<file path="src/sv/rdf_pkg.sv">
`default_nettype none
// ----------------------------------------------------------------------------
// rdf_pkg
// Shared types, constants and the digit-to-ASCII mapping of the radix digit
// formatter.
// ----------------------------------------------------------------------------
package rdf_pkg;

  localparam int VALUE_BITS = 31;   // magnitude bits of a positive value
  localparam int STEP_W     = 5;    // counts the divide steps of one digit
  localparam int DIGIT_W    = 6;
  localparam int RADIX_W    = 6;
  localparam int CHAR_W     = 7;

  localparam logic [CHAR_W-1:0]  ASCII_ZERO   = 7'h30;
  localparam logic [CHAR_W-1:0]  ASCII_A      = 7'h41;
  localparam logic [CHAR_W-1:0]  ASCII_QMARK  = 7'h3F;
  localparam logic [CHAR_W-1:0]  ASCII_NL     = 7'h0A;
  localparam logic [DIGIT_W-1:0] DEC_DIGITS   = 6'd10;
  localparam logic [DIGIT_W-1:0] ALNUM_DIGITS = 6'd36;
  localparam logic [RADIX_W-1:0] MIN_RADIX    = 6'd2;

  typedef struct packed {
    logic signed [31:0]   value;
    logic [RADIX_W-1:0]   radix;
  } in_t;

  typedef struct packed {
    logic [CHAR_W-1:0] character;
    logic              last;
    logic              bad_radix;
  } out_t;

  // controller -> datapath
  typedef struct packed {
    logic load;       // take a new transaction
    logic div_step;   // one restoring divide step
    logic emit;       // show the digit read from the store
    logic newline;    // show the closing newline
  } dp_cmd_t;

  // datapath -> controller
  typedef struct packed {
    logic rem_zero;
    logic cnt_full;
    logic cnt_zero;
    logic cnt_one;
    logic div_last;
  } dp_stat_t;

  function automatic logic [CHAR_W-1:0] digit_to_ascii(input logic [DIGIT_W-1:0] d);
    logic [CHAR_W-1:0] ch;
    if (d < DEC_DIGITS) begin
      ch = ASCII_ZERO + {1'b0, d};
    end else if (d < ALNUM_DIGITS) begin
      ch = ASCII_A + {1'b0, d} - {1'b0, DEC_DIGITS};
    end else begin
      ch = ASCII_QMARK;
    end
    return ch;
  endfunction

endpackage
`default_nettype wire

</file>
<file path="src/sv/rdf_ram.sv">
`default_nettype none
// ----------------------------------------------------------------------------
// rdf_ram
// Generic single-write, single-read RAM with registered read data.
// ----------------------------------------------------------------------------
module rdf_ram #(
  parameter int WIDTH = 6,
  parameter int DEPTH = 32
) (
  input  wire logic                     clk,
  input  wire logic                     we,
  input  wire logic [$clog2(DEPTH)-1:0] waddr,
  input  wire logic [WIDTH-1:0]         wdata,
  input  wire logic [$clog2(DEPTH)-1:0] raddr,
  output logic      [WIDTH-1:0]         rdata
);

  logic [WIDTH-1:0] mem [DEPTH];
  logic [WIDTH-1:0] rdata_r;

  always_ff @(posedge clk) begin
    if (we) begin
      mem[waddr] <= wdata;
    end
    rdata_r <= mem[raddr];
  end

  assign rdata = rdata_r;

endmodule
`default_nettype wire

</file>
<file path="src/sv/rdf_datapath.sv">
`default_nettype none
// ----------------------------------------------------------------------------
// rdf_datapath
// Bit-serial restoring divider, digit store and result register.
// ----------------------------------------------------------------------------
module rdf_datapath #(
  parameter int DIGIT_DEPTH = 32
) (
  input  wire logic              clk,
  input  wire logic              rst_n,
  input  wire rdf_pkg::in_t      in_data,
  input  wire rdf_pkg::dp_cmd_t  cmd,
  output rdf_pkg::dp_stat_t      stat,
  output logic                   out_valid,
  output rdf_pkg::out_t          out_data
);

  localparam int AW = $clog2(DIGIT_DEPTH);
  localparam int CW = $clog2(DIGIT_DEPTH + 1);

  logic [rdf_pkg::VALUE_BITS-1:0] rem_r,    rem_nxt;
  logic [rdf_pkg::DIGIT_W-1:0]    part_r,   part_nxt;
  logic [rdf_pkg::RADIX_W-1:0]    radix_r,  radix_nxt;
  logic                           bad_r,    bad_nxt;
  logic [rdf_pkg::STEP_W-1:0]     step_r,   step_nxt;
  logic [CW-1:0]                  cnt_r,    cnt_nxt;
  logic                           valid_r,  valid_nxt;
  rdf_pkg::out_t                  out_r,    out_nxt;

  logic [rdf_pkg::DIGIT_W:0]   trial;
  logic                        fits;
  logic [rdf_pkg::DIGIT_W-1:0] part_step;
  logic                        div_last;
  logic                        store_we;
  logic [CW-1:0]               cnt_dec;
  logic [rdf_pkg::DIGIT_W-1:0] rd_digit;
  logic                        bad_in;

  assign bad_in    = in_data.radix < rdf_pkg::MIN_RADIX;
  assign trial     = {part_r, rem_r[rdf_pkg::VALUE_BITS-1]};
  assign fits      = trial >= {1'b0, radix_r};
  assign part_step = fits ? rdf_pkg::DIGIT_W'(trial - {1'b0, radix_r})
                          : trial[rdf_pkg::DIGIT_W-1:0];
  assign div_last  = step_r == rdf_pkg::STEP_W'(rdf_pkg::VALUE_BITS - 1);
  assign store_we  = cmd.div_step && div_last;
  assign cnt_dec   = cnt_r - CW'(1);

  rdf_ram #(
    .WIDTH (rdf_pkg::DIGIT_W),
    .DEPTH (DIGIT_DEPTH)
  ) u_store (
    .clk   (clk),
    .we    (store_we),
    .waddr (cnt_r[AW-1:0]),
    .wdata (part_step),
    .raddr (cnt_dec[AW-1:0]),
    .rdata (rd_digit)
  );

  always_comb begin
    rem_nxt   = rem_r;
    part_nxt  = part_r;
    radix_nxt = radix_r;
    bad_nxt   = bad_r;
    step_nxt  = step_r;
    cnt_nxt   = cnt_r;
    valid_nxt = 1'b0;
    out_nxt   = out_r;
    if (cmd.load) begin
      rem_nxt   = (bad_in || in_data.value[31]) ? '0 : in_data.value[rdf_pkg::VALUE_BITS-1:0];
      part_nxt  = '0;
      radix_nxt = in_data.radix;
      bad_nxt   = bad_in;
      step_nxt  = '0;
      cnt_nxt   = '0;
    end
    if (cmd.div_step) begin
      rem_nxt = {rem_r[rdf_pkg::VALUE_BITS-2:0], fits};
      if (div_last) begin
        // remainder goes to the store, quotient stays for the next digit
        part_nxt = '0;
        step_nxt = '0;
        cnt_nxt  = cnt_r + CW'(1);
      end else begin
        part_nxt = part_step;
        step_nxt = step_r + rdf_pkg::STEP_W'(1);
      end
    end
    if (cmd.emit) begin
      valid_nxt           = 1'b1;
      out_nxt.character   = rdf_pkg::digit_to_ascii(rd_digit);
      out_nxt.last        = 1'b0;
      out_nxt.bad_radix   = 1'b0;
      cnt_nxt             = cnt_dec;
    end
    if (cmd.newline) begin
      valid_nxt           = 1'b1;
      out_nxt.character   = rdf_pkg::ASCII_NL;
      out_nxt.last        = 1'b1;
      out_nxt.bad_radix   = bad_r;
    end
  end

  always_ff @(posedge clk) begin
    if (!rst_n) begin
      rem_r   <= '0;
      step_r  <= '0;
      cnt_r   <= '0;
      valid_r <= 1'b0;
    end else begin
      rem_r   <= rem_nxt;
      step_r  <= step_nxt;
      cnt_r   <= cnt_nxt;
      valid_r <= valid_nxt;
    end
  end

  always_ff @(posedge clk) begin
    part_r  <= part_nxt;
    radix_r <= radix_nxt;
    bad_r   <= bad_nxt;
    out_r   <= out_nxt;
  end

  assign stat.rem_zero = rem_r == '0;
  assign stat.cnt_full = cnt_r == CW'(DIGIT_DEPTH);
  assign stat.cnt_zero = cnt_r == '0;
  assign stat.cnt_one  = cnt_r == CW'(1);
  assign stat.div_last = div_last;

  assign out_valid = valid_r;
  assign out_data  = out_r;

endmodule
`default_nettype wire

</file>
<file path="src/sv/rdf_ctrl.sv">
`default_nettype none
// ----------------------------------------------------------------------------
// rdf_ctrl
// Sequencer for divide, store readback and character emission.
// ----------------------------------------------------------------------------
module rdf_ctrl (
  input  wire logic              clk,
  input  wire logic              rst_n,
  input  wire logic              start,
  output logic                   busy,
  input  wire rdf_pkg::dp_stat_t stat,
  output rdf_pkg::dp_cmd_t       cmd
);

  typedef enum logic [5:0] {
    ST_IDLE  = 6'b000001,
    ST_CHECK = 6'b000010,
    ST_DIV   = 6'b000100,
    ST_READ  = 6'b001000,
    ST_EMIT  = 6'b010000,
    ST_NL    = 6'b100000
  } state_t;

  state_t state_r, state_nxt;

  always_comb begin
    state_nxt = state_r;
    cmd       = '0;
    case (state_r)
      ST_IDLE: begin
        if (start) begin
          cmd.load  = 1'b1;
          state_nxt = ST_CHECK;
        end
      end
      ST_CHECK: begin
        if (!stat.rem_zero && !stat.cnt_full) begin
          state_nxt = ST_DIV;
        end else if (stat.cnt_zero) begin
          state_nxt = ST_NL;
        end else begin
          state_nxt = ST_READ;
        end
      end
      ST_DIV: begin
        cmd.div_step = 1'b1;
        if (stat.div_last) begin
          state_nxt = ST_CHECK;
        end
      end
      ST_READ: begin
        state_nxt = ST_EMIT;   // store read latency
      end
      ST_EMIT: begin
        cmd.emit  = 1'b1;
        state_nxt = stat.cnt_one ? ST_NL : ST_READ;
      end
      ST_NL: begin
        cmd.newline = 1'b1;
        state_nxt   = ST_IDLE;
      end
      default: begin
        state_nxt = ST_IDLE;
      end
    endcase
  end

  always_ff @(posedge clk) begin
    if (!rst_n) begin
      state_r <= ST_IDLE;
    end else begin
      state_r <= state_nxt;
    end
  end

  assign busy = state_r != ST_IDLE;

endmodule
`default_nettype wire

</file>
<file path="src/sv/radix_digit_formatter_unit.sv">
`default_nettype none
// ----------------------------------------------------------------------------
// radix_digit_formatter_unit
// Formats a signed 32-bit value as ASCII digits in a radix from 2 to 63.
// ----------------------------------------------------------------------------
// A transaction is taken when start is high and busy is low. The unit emits
// the digits most significant first ('0'-'9', 'A'-'Z', '?' for digit values
// of 36 and up), then one newline (0x0A) with last set. Zero or negative
// values give only the newline; a radix below 2 gives only the newline with
// bad_radix set. Each character sits on out_data for exactly one cycle with
// out_valid high; the receiver cannot stall, so it must take every strobe.
// Sequence: busy stays high while a transaction of n <= 31 digits runs. Each
// digit takes the steps of the bit-serial restoring divider plus one check
// step, with one more check at the start; readback of each digit takes a
// read state and an emit state because the digit store has a registered read
// port; the newline follows. The newline appears in the first cycle with busy
// low, and the next start may be accepted in that same cycle.
// ----------------------------------------------------------------------------
module radix_digit_formatter_unit #(
  parameter int DIGIT_DEPTH = 32    // digit store entries, 31 to 64
) (
  input  wire logic         clk,
  input  wire logic         rst_n,
  input  wire logic         start,
  output logic              busy,
  input  wire rdf_pkg::in_t in_data,
  output logic              out_valid,
  output rdf_pkg::out_t     out_data
);

  rdf_pkg::dp_cmd_t  cmd;
  rdf_pkg::dp_stat_t stat;

  // Sequencer: owns the handshake and steps the datapath
  rdf_ctrl u_ctrl (
    .clk   (clk),
    .rst_n (rst_n),
    .start (start),
    .busy  (busy),
    .stat  (stat),
    .cmd   (cmd)
  );

  // Divider, digit store and registered result
  rdf_datapath #(
    .DIGIT_DEPTH (DIGIT_DEPTH)
  ) u_dp (
    .clk       (clk),
    .rst_n     (rst_n),
    .in_data   (in_data),
    .cmd       (cmd),
    .stat      (stat),
    .out_valid (out_valid),
    .out_data  (out_data)
  );

endmodule
`default_nettype wire
</file>
<file path="config.mk">
export PLATFORM = sky130hd
export DESIGN_NAME = radix_digit_formatter_unit
export DESIGN_NICKNAME = d
export VERILOG_FILES = /design/src/sv/rdf_pkg.sv /design/src/sv/rdf_ram.sv /design/src/sv/rdf_datapath.sv /design/src/sv/rdf_ctrl.sv /design/src/sv/radix_digit_formatter_unit.sv
export SDC_FILE = /design/constraint.sdc
export NUM_CORES = 1
export LEC_CHECK = 0
export BUFFER_PORTS_ARGS = -buffer_cell sky130_fd_sc_hd__buf_4
export CORE_ASPECT_RATIO = 0.9
export CORE_MARGIN = 5
export CORE_UTILIZATION = 61
export DETAILED_ROUTE_END_ITERATION = 8
export PLACE_DENSITY = 0.79
export SYNTH_ARGS = -nofsm -noshare
export SYNTH_HDL_FRONTEND = slang
export SYNTH_SLANG_ARGS = --single-unit
</file>
<file path="constraint.sdc">
create_clock -name clk -period 4.1 [get_ports clk]
set_clock_uncertainty 0.15 [all_clocks]
set_input_delay 0.205 -clock clk [delete_from_list [all_inputs] [get_ports clk]]
set_output_delay 0.205 -clock clk [all_outputs]
set_load 0.005 [all_outputs]
</file>
# Yosys cells after proc, flatten, opt, wreduce, memory -nomap -nowiden
# Memories as Yosys holds them, arrays and structs flattened. A register that Yosys moved wholly into a read port is not among the register bits.
# Index checks and enable logic that the tools add are counted.
[word_totals]
ff_bits = 71
ram_bits = 192
elab_cells = 78
mem_count = 1
[mem_list]
columns = ["memory", "words", "word_bits", "rd", "rd_ports_with_merged_regs", "write_ports", "line", "source"]
rows = [
  ["u_dp.u_store.mem", 32, 6, 1, 1, 1, "rdf_ram.sv:18", "logic [WIDTH-1:0] mem [DEPTH];"],
]
[classes]
addsub = 7
magnitude_cmp = 4
n_eq_ne = 12
n_mux = 33
reduce_logical = 10
[ops]
columns = ["operator", "n"]
rows = [
  ["two-way mux 31 bit", 3],
  ["two-way mux 6 bit", 13],
  ["zero test 31 bit", 1],
  ["one-hot mux 6 bit (5 select lines)", 1],
  ["two-way mux 5 bit", 3],
  ["two-way mux 7 bit", 2],
  ["equality test 6 x 1 -> 1 bit, second input constant", 2],
  ["equality test 6 bit, second input constant", 2],
  ["two-way mux 1 bit", 11],
  ["adder 6 x 6 -> 7 bit, first input constant", 1],
  ["adder 7 x 6 -> 7 bit, first input constant", 1],
  [">= comparator 7 x 6 -> 1 bit", 1],
  ["subtractor 7 x 4 -> 7 bit, second input constant", 1],
  ["adder 6 x 1 -> 6 bit, second input constant", 1],
  ["equality test 6 x 2 -> 1 bit, second input constant", 1],
  ["equality test 6 x 3 -> 1 bit, second input constant", 1],
  ["equality test 6 x 4 -> 1 bit, second input constant", 1],
  ["equality test 6 x 5 -> 1 bit, second input constant", 1],
  ["zero test 6 bit", 1],
  ["less-than comparator 6 x 2 -> 1 bit, second input constant", 1],
  ["less-than comparator 6 x 4 -> 1 bit, second input constant", 1],
  ["less-than comparator 6 bit, second input constant", 1],
  ["inequality test 6 x 1 -> 1 bit, second input constant", 1],
  ["subtractor 6 x 1 -> 6 bit, second input constant", 1],
  ["other kinds (10)", 13],
]

# Depth between registers and ports, before layout
# Gate-level depths: netlist of run 1.
[logic_depth]
ltp_word = 6
mapped_depth = 12

# Cells and area by module
# From an unflattened synthesis of run 1, not the netlist that was laid out.
[unflattened]
cells_unflattened = 752
area_unflattened_um2 = 11409.7
[modules_own_cells]
columns = ["module", "n_inst", "cells_per_inst", "area_per_inst_um2", "seq_area_each_um2"]
rows = [
  ["rdf_ram", 1, 323, 7589.8, 5885.6],
  ["rdf_datapath", 1, 387, 3439.5, 1441.4],
  ["rdf_ctrl", 1, 42, 380.4, 120.1],
]

# Worst setup path before layout of run 1
# No wires, ideal clock.
[synth_path]
kind = "reg-to-reg"
start = "reg u_dp.part_r[3] in the netlist's numbering"
end = "mem u_dp.u_store.mem[0][5], data pin"
arrival_time_ns = 3.064
setup_slack_ns = 0.412
path_stages_with_launch = 7
n_path_buf = 0
path_cell_list = "edfxtp_1 ha_1 a21o_1 a211o_1 a41oi_2 nor4b_1 a211oi_1"
[synth_via]
elab_chain_cells = 2
[synth_lines]
columns = ["element", "line", "source"]
rows = [
  ["start: declaration", "rdf_datapath.sv:22", "logic [rdf_pkg::DIGIT_W-1:0] part_r, part_nxt;"],
  ["start signal: assignment", "rdf_datapath.sv:119", "part_r <= part_nxt;"],
  ["subtractor 6 bit or >= comparator 7 x 6 -> 1 bit (tied branches)", "rdf_datapath.sv:42, rdf_datapath.sv:41", ""],
  ["two-way mux 6 bit (*)", "rdf_datapath.sv:42", "assign part_step = fits ? rdf_pkg::DIGIT_W'(trial - {1'b0, radix_r})"],
  ["net u_dp.part_step (one bit)", "rdf_datapath.sv:32", "logic [rdf_pkg::DIGIT_W-1:0] part_step;"],
  ["end: declaration", "rdf_ram.sv:18", ""],
]
# Mark *: on every way through the listed nets, which the timed path passes. The rest lies on a longest branch.

# Final worst setup path of run 1
[layout_path]
start = "reg u_dp.part_r[3] in the netlist's numbering"
end = "reg u_dp.part_r[1] in the netlist's numbering, data pin"
[layout_via]
elab_chain_cells = 4
[layout_lines]
columns = ["element", "line", "source"]
rows = [
  [">= comparator 7 x 6 -> 1 bit", "rdf_datapath.sv:41", "assign fits = trial >= {1'b0, radix_r};"],
  ["two-way mux 6 bit", "rdf_datapath.sv:42", ""],
  ["net u_dp.part_step (one bit)", "rdf_datapath.sv:32", ""],
  ["two-way mux 6 bit", "rdf_datapath.sv:79", "if (div_last) begin"],
  ["two-way mux 6 bit", "rdf_datapath.sv:77", "if (cmd.div_step) begin"],
]
# The timed path passes the listed nets, and every way through them passes these cells.
# A chain may end at the register's enable or synchronous reset.

==> summary.md, run 1 <==
| Metric | Value |
|---|---|
| Synth area leader | edfxtp_1 |
| Maxcap violations | 0 |
| Proportion of layout cells with a drive suffix above 1 | 21.0% |
| RePlAce Congestion | 0.906 |
| Post-synth EDFFs | 206 |
| R2R setup slack | 1.08 ns |
| Clk sinks | 269 |
| Hold path start | in_data[37] |
| Final total power | 6.45 mW |
| Crit path max fanout | 33 |
| H-tree levels | 1 |
| Synth top area share | 54.8% |
| DR vias/cell | 6.42 |
| Origin of the critical flop-to-flop path | u_dp.part_r[3] |
| Post-Route Setup TNS | 0 ns |
| Die Span Y | 139 um |
| Detail Route Antenna Nets | 0 |
| Port bufs | 51 |
| Final hold vios | 0 |
| CTS tree | done |
| Hold Path Sink | u_dp.rem_r[6] |
| 1st-pass router iterations | 9 |
| Worst-Skew Late Latency | about 0.52 ns |
| Wire per inst | 22.8 um |
| Fmax | 331 MHz |
| CTS Buf Count | 26 |
| Total wire length | approximately 25000 um |
| Syn Inst Count | 764 |
| Startpoint Class | flop |
| Status | complete, but fails checks |
| Avg Inst Size Synth | 14.8 sq um |
| Clock Pin Slew Worst Setup and Hold Paths | 0.06 ns |
| Top Ports | 52 |
| Largest net degree at the start of global routing | 49 |
| Post-synthesis sequential area ratio | 65.9% |
| Mapped Area | 0.0113 sq mm |
| 1st-iter DRT viols | roughly 860 |
| Max rail drop VDD | ~360 uV |
| Initial antenna violation count | 1 |
| Vias in the first global route | 7193 |
| FFs w/ async S/R, synth | 0% |
| RSZ-0062 raised after global routing | false |
| Hold path depth | 5 |
| First-pass GRT wire length | 40000 um |
| GRT Total Usage | 23.8% |
| Final HPWL DP | 15800 um |
| Violated checks | DRC |
| Worst slew margin | 17.6% |
| R2R cell count | 6 |
| CP Capture Type | flop |
| Most used DFF post-synth | edfxtp_1 |
| Worst Max-Slew Pin Slew | around 1.2 ns |
| Die ar. | 0.0213 sq mm |
| Post CTS Setup Buffer Count | 0 |
| Top cells by area, synth | edfxtp_1 (55%), dfxtp_1 (11%), mux4_2 (9.6%) |
| Slew Limit Fails | 0 |
| Final Critical Period | 3.02 ns |
| Vias | 7147 |
| Overflow after GRT | 0 |
| Leakage | approximately 4.5 nW |
| PD cells | ~500 mW/mm^2 |
| R2r endpoint | u_dp.part_r[1] |
| Residual DRC | 1 |
| Setup CP Type | flop to flop |
| Cell variety after synth | 67 |
| CTS root buffer | clkbuf_16 |
| Core ar. | 0.0183 sq mm |
| Seq cells post-synth | 269 |
| # rows | 47 |
| Worst EP arrival | 3.13 ns |
| Final #Nets | a little over 900 |
| Area delta synth->final | 16.6% |
| Yosys warnings | 0 |
| Chip width | 153 um |
| # setup viols final | 0 |
| Critical Path RT | 4.21 ns |
| Initial Util | 61.8% |
| Clock Tree Buf Depth | 3 |
| HP Class | primary input to flop |
| Syn_nets | 823 |
| Fin crit share | ~74% |
| Hold Slack | 0.235 ns |
-- cell usage after synthesis, drive strengths merged (12+ instances only) --
| cell type | instances |
|---|---|
| a21oi | 22 |
| a222oi | 30 |
| buf | 32 |
| clkbuf | 14 |
| dfxtp | 63 |
| edfxtp | 206 |
| ha | 17 |
| inv | 19 |
| mux4 | 48 |
| nand2 | 55 |
| nor2 | 91 |
| nor3 | 12 |
| o21ai | 16 |
-- placed cells by master, fill, tap and decap left out, types with 4 or more instances in the layout --
| cell type | n |
|---|---|
| nand4_1 | 4 |
| dlygate4sd3_1 | 39 |
| nor4_1 | 7 |
| edfxtp_1 | 206 |
| ha_1 | 16 |
| mux4_2 | 48 |
| a222oi_1 | 30 |
| nand2_1 | 55 |
| a21o_1 | 5 |
| a32o_1 | 8 |
| xnor2_1 | 4 |
| buf_4 | 62 |
| nand3_1 | 6 |
| o21ai_0 | 15 |
| clkinv_2 | 5 |
| nor2b_1 | 8 |
| nand3b_1 | 4 |
| nor3_1 | 7 |
| inv_1 | 19 |
| nor3_2 | 4 |
| a211oi_1 | 7 |
| nor2_1 | 90 |
| clkbuf_8 | 5 |
| clkbuf_16 | 27 |
| a311oi_1 | 8 |
| and2_1 | 8 |
| a21oi_1 | 22 |
| xor2_1 | 4 |
| dfxtp_1 | 62 |
| mux2i_1 | 8 |
-- cell type report --
cell class,count,area [sq um]
well taps,245,307
flip-flops and latches,269,7450
fillers,1088,5120
clock inverters,11,110
multi-input cells,429,3580
diodes,1,2.50
inverters,20,75.1
repair buffers,102,876
clock buffers,37,766
-- critical path, cell delays in order (launching register included) --
cell	delay (ns)
edfxtp_1	0.40
ha_1	0.36
a21o_1	0.20
a211o_1	0.29
a41oi_2	0.46
mux2_2	0.65
nor2b_1	0.24
-- state kept, by name (all words and copies together), names as in the netlist --
register            flops
u_dp.step_r             5
u_ctrl.state_r          6
u_dp.radix_r            6
u_dp.u_store.rdata      6
u_dp.bad_r              1
u_dp.rem_r             31
u_dp.out_valid          1
u_dp.cnt_r              6
u_dp.u_store.mem      192
u_dp.part_r             6
u_dp.out_data           9
-- per-stage QoR --
step / instances / cell area [sq um] / setup WS [ns] / util [%]
6_report: 1114 / 13200 / 1.08 / 72.0
5_1_grt: 1114 / 13200 / 0.948 / 72.0
4_1_cts: 1113 / 13200 / 1.08 / 72.0
3_5_place_dp: 1026 / 11900 / 1.11 / 65.1
3_3_place_gp: 1026 / 11900 / 1.21 / 65.1
2_1_floorplan: 764 / 11300 / 0.412 / -
-- metal layers --
layer / share of wire, % / vias up / GRT usage [%]
met5: 0 / - / 0
met4: 2.5 / 0 / 5.90
met3: 8.4 / 58 / 4.71
met2: 50 / 361 / 39.9
met1: 39 / 3560 / 32.5
li1: - / 3168 / -
-- worst max path at each step --
stage / from / end / slack, ns
2_1_floorplan: u_dp.part_r[3] / u_dp.u_store.mem[0][5] / 0.41
3_3_place_gp: u_dp.part_r[3] / u_dp.part_r[1] / 1.21
3_5_place_dp: u_dp.part_r[3] / u_dp.part_r[1] / 1.11
4_1_cts: u_dp.part_r[3] / u_dp.part_r[1] / 1.08
5_1_grt: u_dp.part_r[1] / u_dp.part_r[5] / 0.95
6_report: u_dp.part_r[3] / u_dp.part_r[1] / 1.08
-- repair_timing --
item	4_1_cts	5_1_grt
hold endpoints to repair	44	0
gates resized for setup	0	0
hold buffers	39	0
-- power by group --
part,switching [mW],internal [mW],total [mW]
Sequential,0.0431,3.26,3.31
Clock,0.974,1.43,2.40
Combinational,0.512,0.235,0.747
Total,1.53,4.92,6.45
-- cell families (layout without fill, tap and decap cells) --
kind of cell | Yosys count | after routing | synth area share [%]
flip-flops | 269 | 269 | 65.9
AND/OR/NAND/NOR | 219 | 219 | 9.43
AO/OA/AOI/OAI | 123 | 123 | 8.51
buffers and inverters | 66 | 170 | 2.63
multiplexers | 60 | 60 | 10.7
adder cells (fa/ha/maj) | 18 | 18 | 2.06
XOR/XNOR | 9 | 9 | 0.764
other | 0 | 1 | 0
Note: power is estimated with default switching activity, not from simulation.
==> run 2, diff against run 1 <==
--- a/config.mk
+++ b/config.mk
@@ -5,12 +5,13 @@
 export SDC_FILE = /design/constraint.sdc
 export NUM_CORES = 1
 export LEC_CHECK = 0
+export ABC_AREA = 1
 export BUFFER_PORTS_ARGS = -buffer_cell sky130_fd_sc_hd__buf_4
 export CORE_ASPECT_RATIO = 0.9
 export CORE_MARGIN = 5
-export CORE_UTILIZATION = 61
+export CORE_UTILIZATION = 56
 export DETAILED_ROUTE_END_ITERATION = 8
-export PLACE_DENSITY = 0.79
+export PLACE_DENSITY = 0.76
 export SYNTH_ARGS = -nofsm -noshare
 export SYNTH_HDL_FRONTEND = slang
 export SYNTH_SLANG_ARGS = --single-unit
==> constraint.sdc (replaced) <==
create_clock -name clk -period 2.5 [get_ports clk]
set_clock_uncertainty 0.15 [all_clocks]
set_input_delay 0.125 -clock clk [delete_from_list [all_inputs] [get_ports clk]]
set_output_delay 0.125 -clock clk [all_outputs]
set_load 0.005 [all_outputs]
==> run 2 against run 1 <==
The run now ends clean. Sequential cell count did not move. Non-clock buffer count rose by 53. First-iteration DRC count rose by 15%. Utilization fell by 4.3 points. Sequential share of layout area fell by 5.2 points. Critical endpoint is now u_dp.u_store.mem[1][3]. Largest cell class unchanged.
==> summary.md, run 2 <==
| Metric | Value |
|---|---|
| # rows | 51 (+8.5%) |
| 1st-pass router iterations | 5 (-4) |
| Sequential power share | 50.0% (-1.2 points) |
| Setup CP Type | flop to flop |
| Final HPWL DP | 17700 um (+12%) |
| Met2 WL | 13700 um (+6.6%) |
| H-tree levels | 1 (unchanged) |
| 1st-iter DRT viols | 983 (+15%) |
| Core ar. | 0.0214 sq mm (+17%) |
| Worst EP arrival | 2.46 ns (-0.67 ns) |
| Seq cells post-synth | 269 (unchanged) |
| Fmax | 426 MHz (+29%) |
| Largest reg by FF count | u_dp.u_store.mem |
| Cell internal pwr | 8.01 mW (+63%) |
| PD cells | 705 mW/mm^2 (+44%) |
| Leakage | 5.73 nW (+27%) |
| Met1 wire length | 11800 um (+20%) |
| Hold path depth | 8 (+3) |
| Top cells by area, synth | edfxtp_1 (51%), dfxtp_1 (10%), nand2_1 (9.1%) |
| Most instantiated cells after synthesis | nand2_1 (293), nor2_1 (234), edfxtp_1 (206), nand3_1 (105), o21ai_0 (103) |
| Clock Pin Slew Worst Setup and Hold Paths | 0.06 ns (about the same) |
| Chip width | 165 um (+7.6%) |
| Routed wl met3 | 2080 um (-2.6%) |
| Worst Max-Slew Pin Slew | 0.650 ns (-0.578 ns) |
| Vias | 9289 (+30%) |
| CP Capture Type | flop |
| Avg Inst Size Synth | 9.45 sq um (-36%) |
| Total wire length | 28300 um (+11%) |
| CTS root buffer | clkbuf_16 |
| Sw power | 2.21 mW (+44%) |
| Clk sinks | 269 (unchanged) |
| Synth area leader | edfxtp_1 |
| Clock power frac | 41.6% (+4.4 points) |
| Final total power | 10.2 mW (+58%) |
| Synth top area share | 51.1% (-3.7 points) |
| Area delta synth->final | 19.7% |
| Worst slew margin | 56.7% (+39 points) |
| Setup WS post-layout | 0.154 ns (-0.924 ns) |
| Initial Util | 56.5% (-5.2 points) |
| Final #Nets | 1469 (+62%) |
| R2r endpoint | u_dp.u_store.mem[1][3] |
| Wire per inst | 16.4 um (-28%) |
| Highest Signal Layer | met4 |
| Post-layout instance count excluding filler cells | 1722 (+55%) |
| Fin crit share | 93.8% (+20 points) |
| Die ar. | 0.0247 sq mm (+16%) |
| Mapped Area | 0.0121 sq mm (+7.3%) |
| Port bufs | 51 (unchanged) |
| Top Ports | 52 (unchanged) |
| Syn Inst Count | 1282 (+68%) |
| Post-synthesis sequential area ratio | 61.5% (-4.5 points) |
| Syn_nets | 1341 (+63%) |
| Startpoint Class | flop |
| Maxcap violations | 0 (unchanged) |
| Most used DFF post-synth | edfxtp_1 |
| CTS tree | done |
| Most common library cell in the layout ignoring fill and taps | nand2_1 |
| Critical Path RT | 2.62 ns (-1.59 ns) |
| Pre-CTS worst setup slack | 0.0511 ns (-1.06 ns) |
| Comb pwr share | 8.4% (-3.2 points) |
| Critical path startpoint | u_dp.part_r[1] |
| First-pass GRT wire length | 45800 um (+15%) |
| R2R setup slack | 0.15 ns (-0.92 ns) |
| Cell variety after synth | 39 (-42%) |
| Inst Count DP | 1631 (+59%) |
| Slew Limit Fails | 0 (unchanged) |
| Max rail drop VDD | 566 uV (+57%) |
| CTS Buf Count | 28 (+7.7%) |
| GRT Total Usage | 23.4% (-0.38 points) |
| Most frequent cells in the layout | nand2_1 (293), nor2_1 (234), edfxtp_1 (206) |
| Status | complete, no violations |
| Worst-Skew Late Latency | 0.54 ns (+0.02 ns) |
| R2R cell count | 9 (+3) |
| Post-synth EDFFs | 206 (unchanged) |
| Initial antenna violation count | 0 (-1) |
| Switching Share | 21.6% (-2.1 points) |
| RePlAce Congestion | 0.864 (-4.6%) |
| Clock Tree Buf Depth | 3 (unchanged) |
| Post-Route Setup TNS | 0 ns (unchanged) |
| Most common cell in the netlist | nand2_1 |
| Overflow after GRT | 0 (unchanged) |
| DR vias/cell | 5.39 (-16%) |
| Final hold vios | 0 (unchanged) |
| HP Class | primary input to flop |
| Yosys warnings | 0 (unchanged) |
| Proportion of layout cells with a drive suffix above 1 | 14.0% (-6.9 points) |
| Vias in the first global route | 9003 (+25%) |
| Crit path max fanout | 32 (-3.0%) |
| Ant diodes | 0 (-1) |
| # setup viols final | 0 (unchanged) |
| Final Critical Period | 2.35 ns (-0.676 ns) |
| Max FFs per register | 192 (unchanged) |
| Detail Route Antenna Nets | 0 (unchanged) |
| FFs w/ async S/R, synth | 0% (unchanged) |
| Largest net degree at the start of global routing | 61 (+24%) |
| CP Capture Point | u_dp.u_store.mem[1][3] |
| Origin of the critical flop-to-flop path | u_dp.part_r[1] |
| RSZ-0062 raised after global routing | false |
| Die Span Y | 150 um (+7.5%) |
| Residual DRC | 0 (-1) |
[run 2: cell count changes after synthesis, moves of 9 or more]
| cell | before | now |
|---|---|---|
| a21oi_1 | 22 | 41 |
| a21oi_2 | 0 | 10 |
| a222oi_1 | 30 | 0 |
| inv_1 | 19 | 84 |
| mux2i_1 | 9 | 0 |
| mux4_2 | 48 | 0 |
| nand2_1 | 55 | 293 |
| nand2_2 | 0 | 10 |
| nand3_1 | 6 | 105 |
| nor2_1 | 90 | 234 |
| nor2b_1 | 9 | 0 |
| o21ai_0 | 16 | 103 |
[run 2: through the flow]
stage	area, sq um	utilization, %	hold slack [ns]
2_1_floorplan	12100	-	0.0739
4_1_cts	14500	67.6	0.00729
6_report	14500	67.7	0.0349
3_3_place_gp	13100	61.3	0.163
5_1_grt	14500	67.7	0.0821
3_5_place_dp	13100	61.3	0.161
[run 2: power groups by stage]
stage | Combinational [mW] | Sequential, mW | Clock [mW]
after floorplan | 0.411 | 5.20 | 0
after global placement | 0.780 | 5.20 | 0
after global routing | 0.949 | 5.11 | 4.51
after CTS | 0.866 | 5.11 | 4.32
after detailed placement | 0.811 | 5.20 | 0
final | 0.862 | 5.11 | 4.25
[run 2: cell type report]
cell class | count | area [sq um]
fill | 1617 | 6930
multi-input combinational | 863 | 4030
inverter | 93 | 352
sequential | 269 | 7450
tap | 291 | 364
clock inverter | 9 | 141
clock buffer | 42 | 806
timing repair buffer | 155 | 1360
[run 2: logic make-up after synthesis]
logic type,synth area share [%]
and+or+nand+nor,23.4
buffers and inverters,5.36
DFF,61.5
adders and majority gates,1.92
AOI/OAI and AO/OA,6.89
xor gates and xnor gates,1.01
[run 2: worst max-delay path: stages, from the launching register on]
cell and delay, ns:
edfxtp_1 0.39, ha_1 0.36, a21oi_1 0.18, nand2_1 0.12, nand2_1 0.09, nand3_2 0.12
buf_4 0.18, o21ai_0 0.19, inv_1 0.10, buf_12 0.18
[run 2: timing repair]
item                                    4_1_cts  5_1_grt
hold endpoints to repair                     62        0
endpoints found under the setup margin        0      126
gates resized for setup                       0        4
hold buffers                                 40        0
buffers inserted                              0        0
[run 2: per-layer routing]
layer / global-route usage, % / vias to the layer above
li1: - / 4509
met1: 32.4 / 4344
met2: 38.4 / 377
met3: 3.64 / 59
met4: 6.82 / 0
met5: 0 / -
[run 2: worst min-delay path by stage]
stage,start,end,slack (ns)
final,in_data[37],u_dp.rem_r[0],0.03
after global routing,in_data[37],u_dp.rem_r[0],0.08
after CTS,in_data[37],u_dp.rem_r[0],0.007
after detailed placement,in_data[0],u_dp.radix_r[0],0.16
after global placement,in_data[0],u_dp.radix_r[0],0.16
after floorplan,in_data[0],u_dp.radix_r[0],0.07
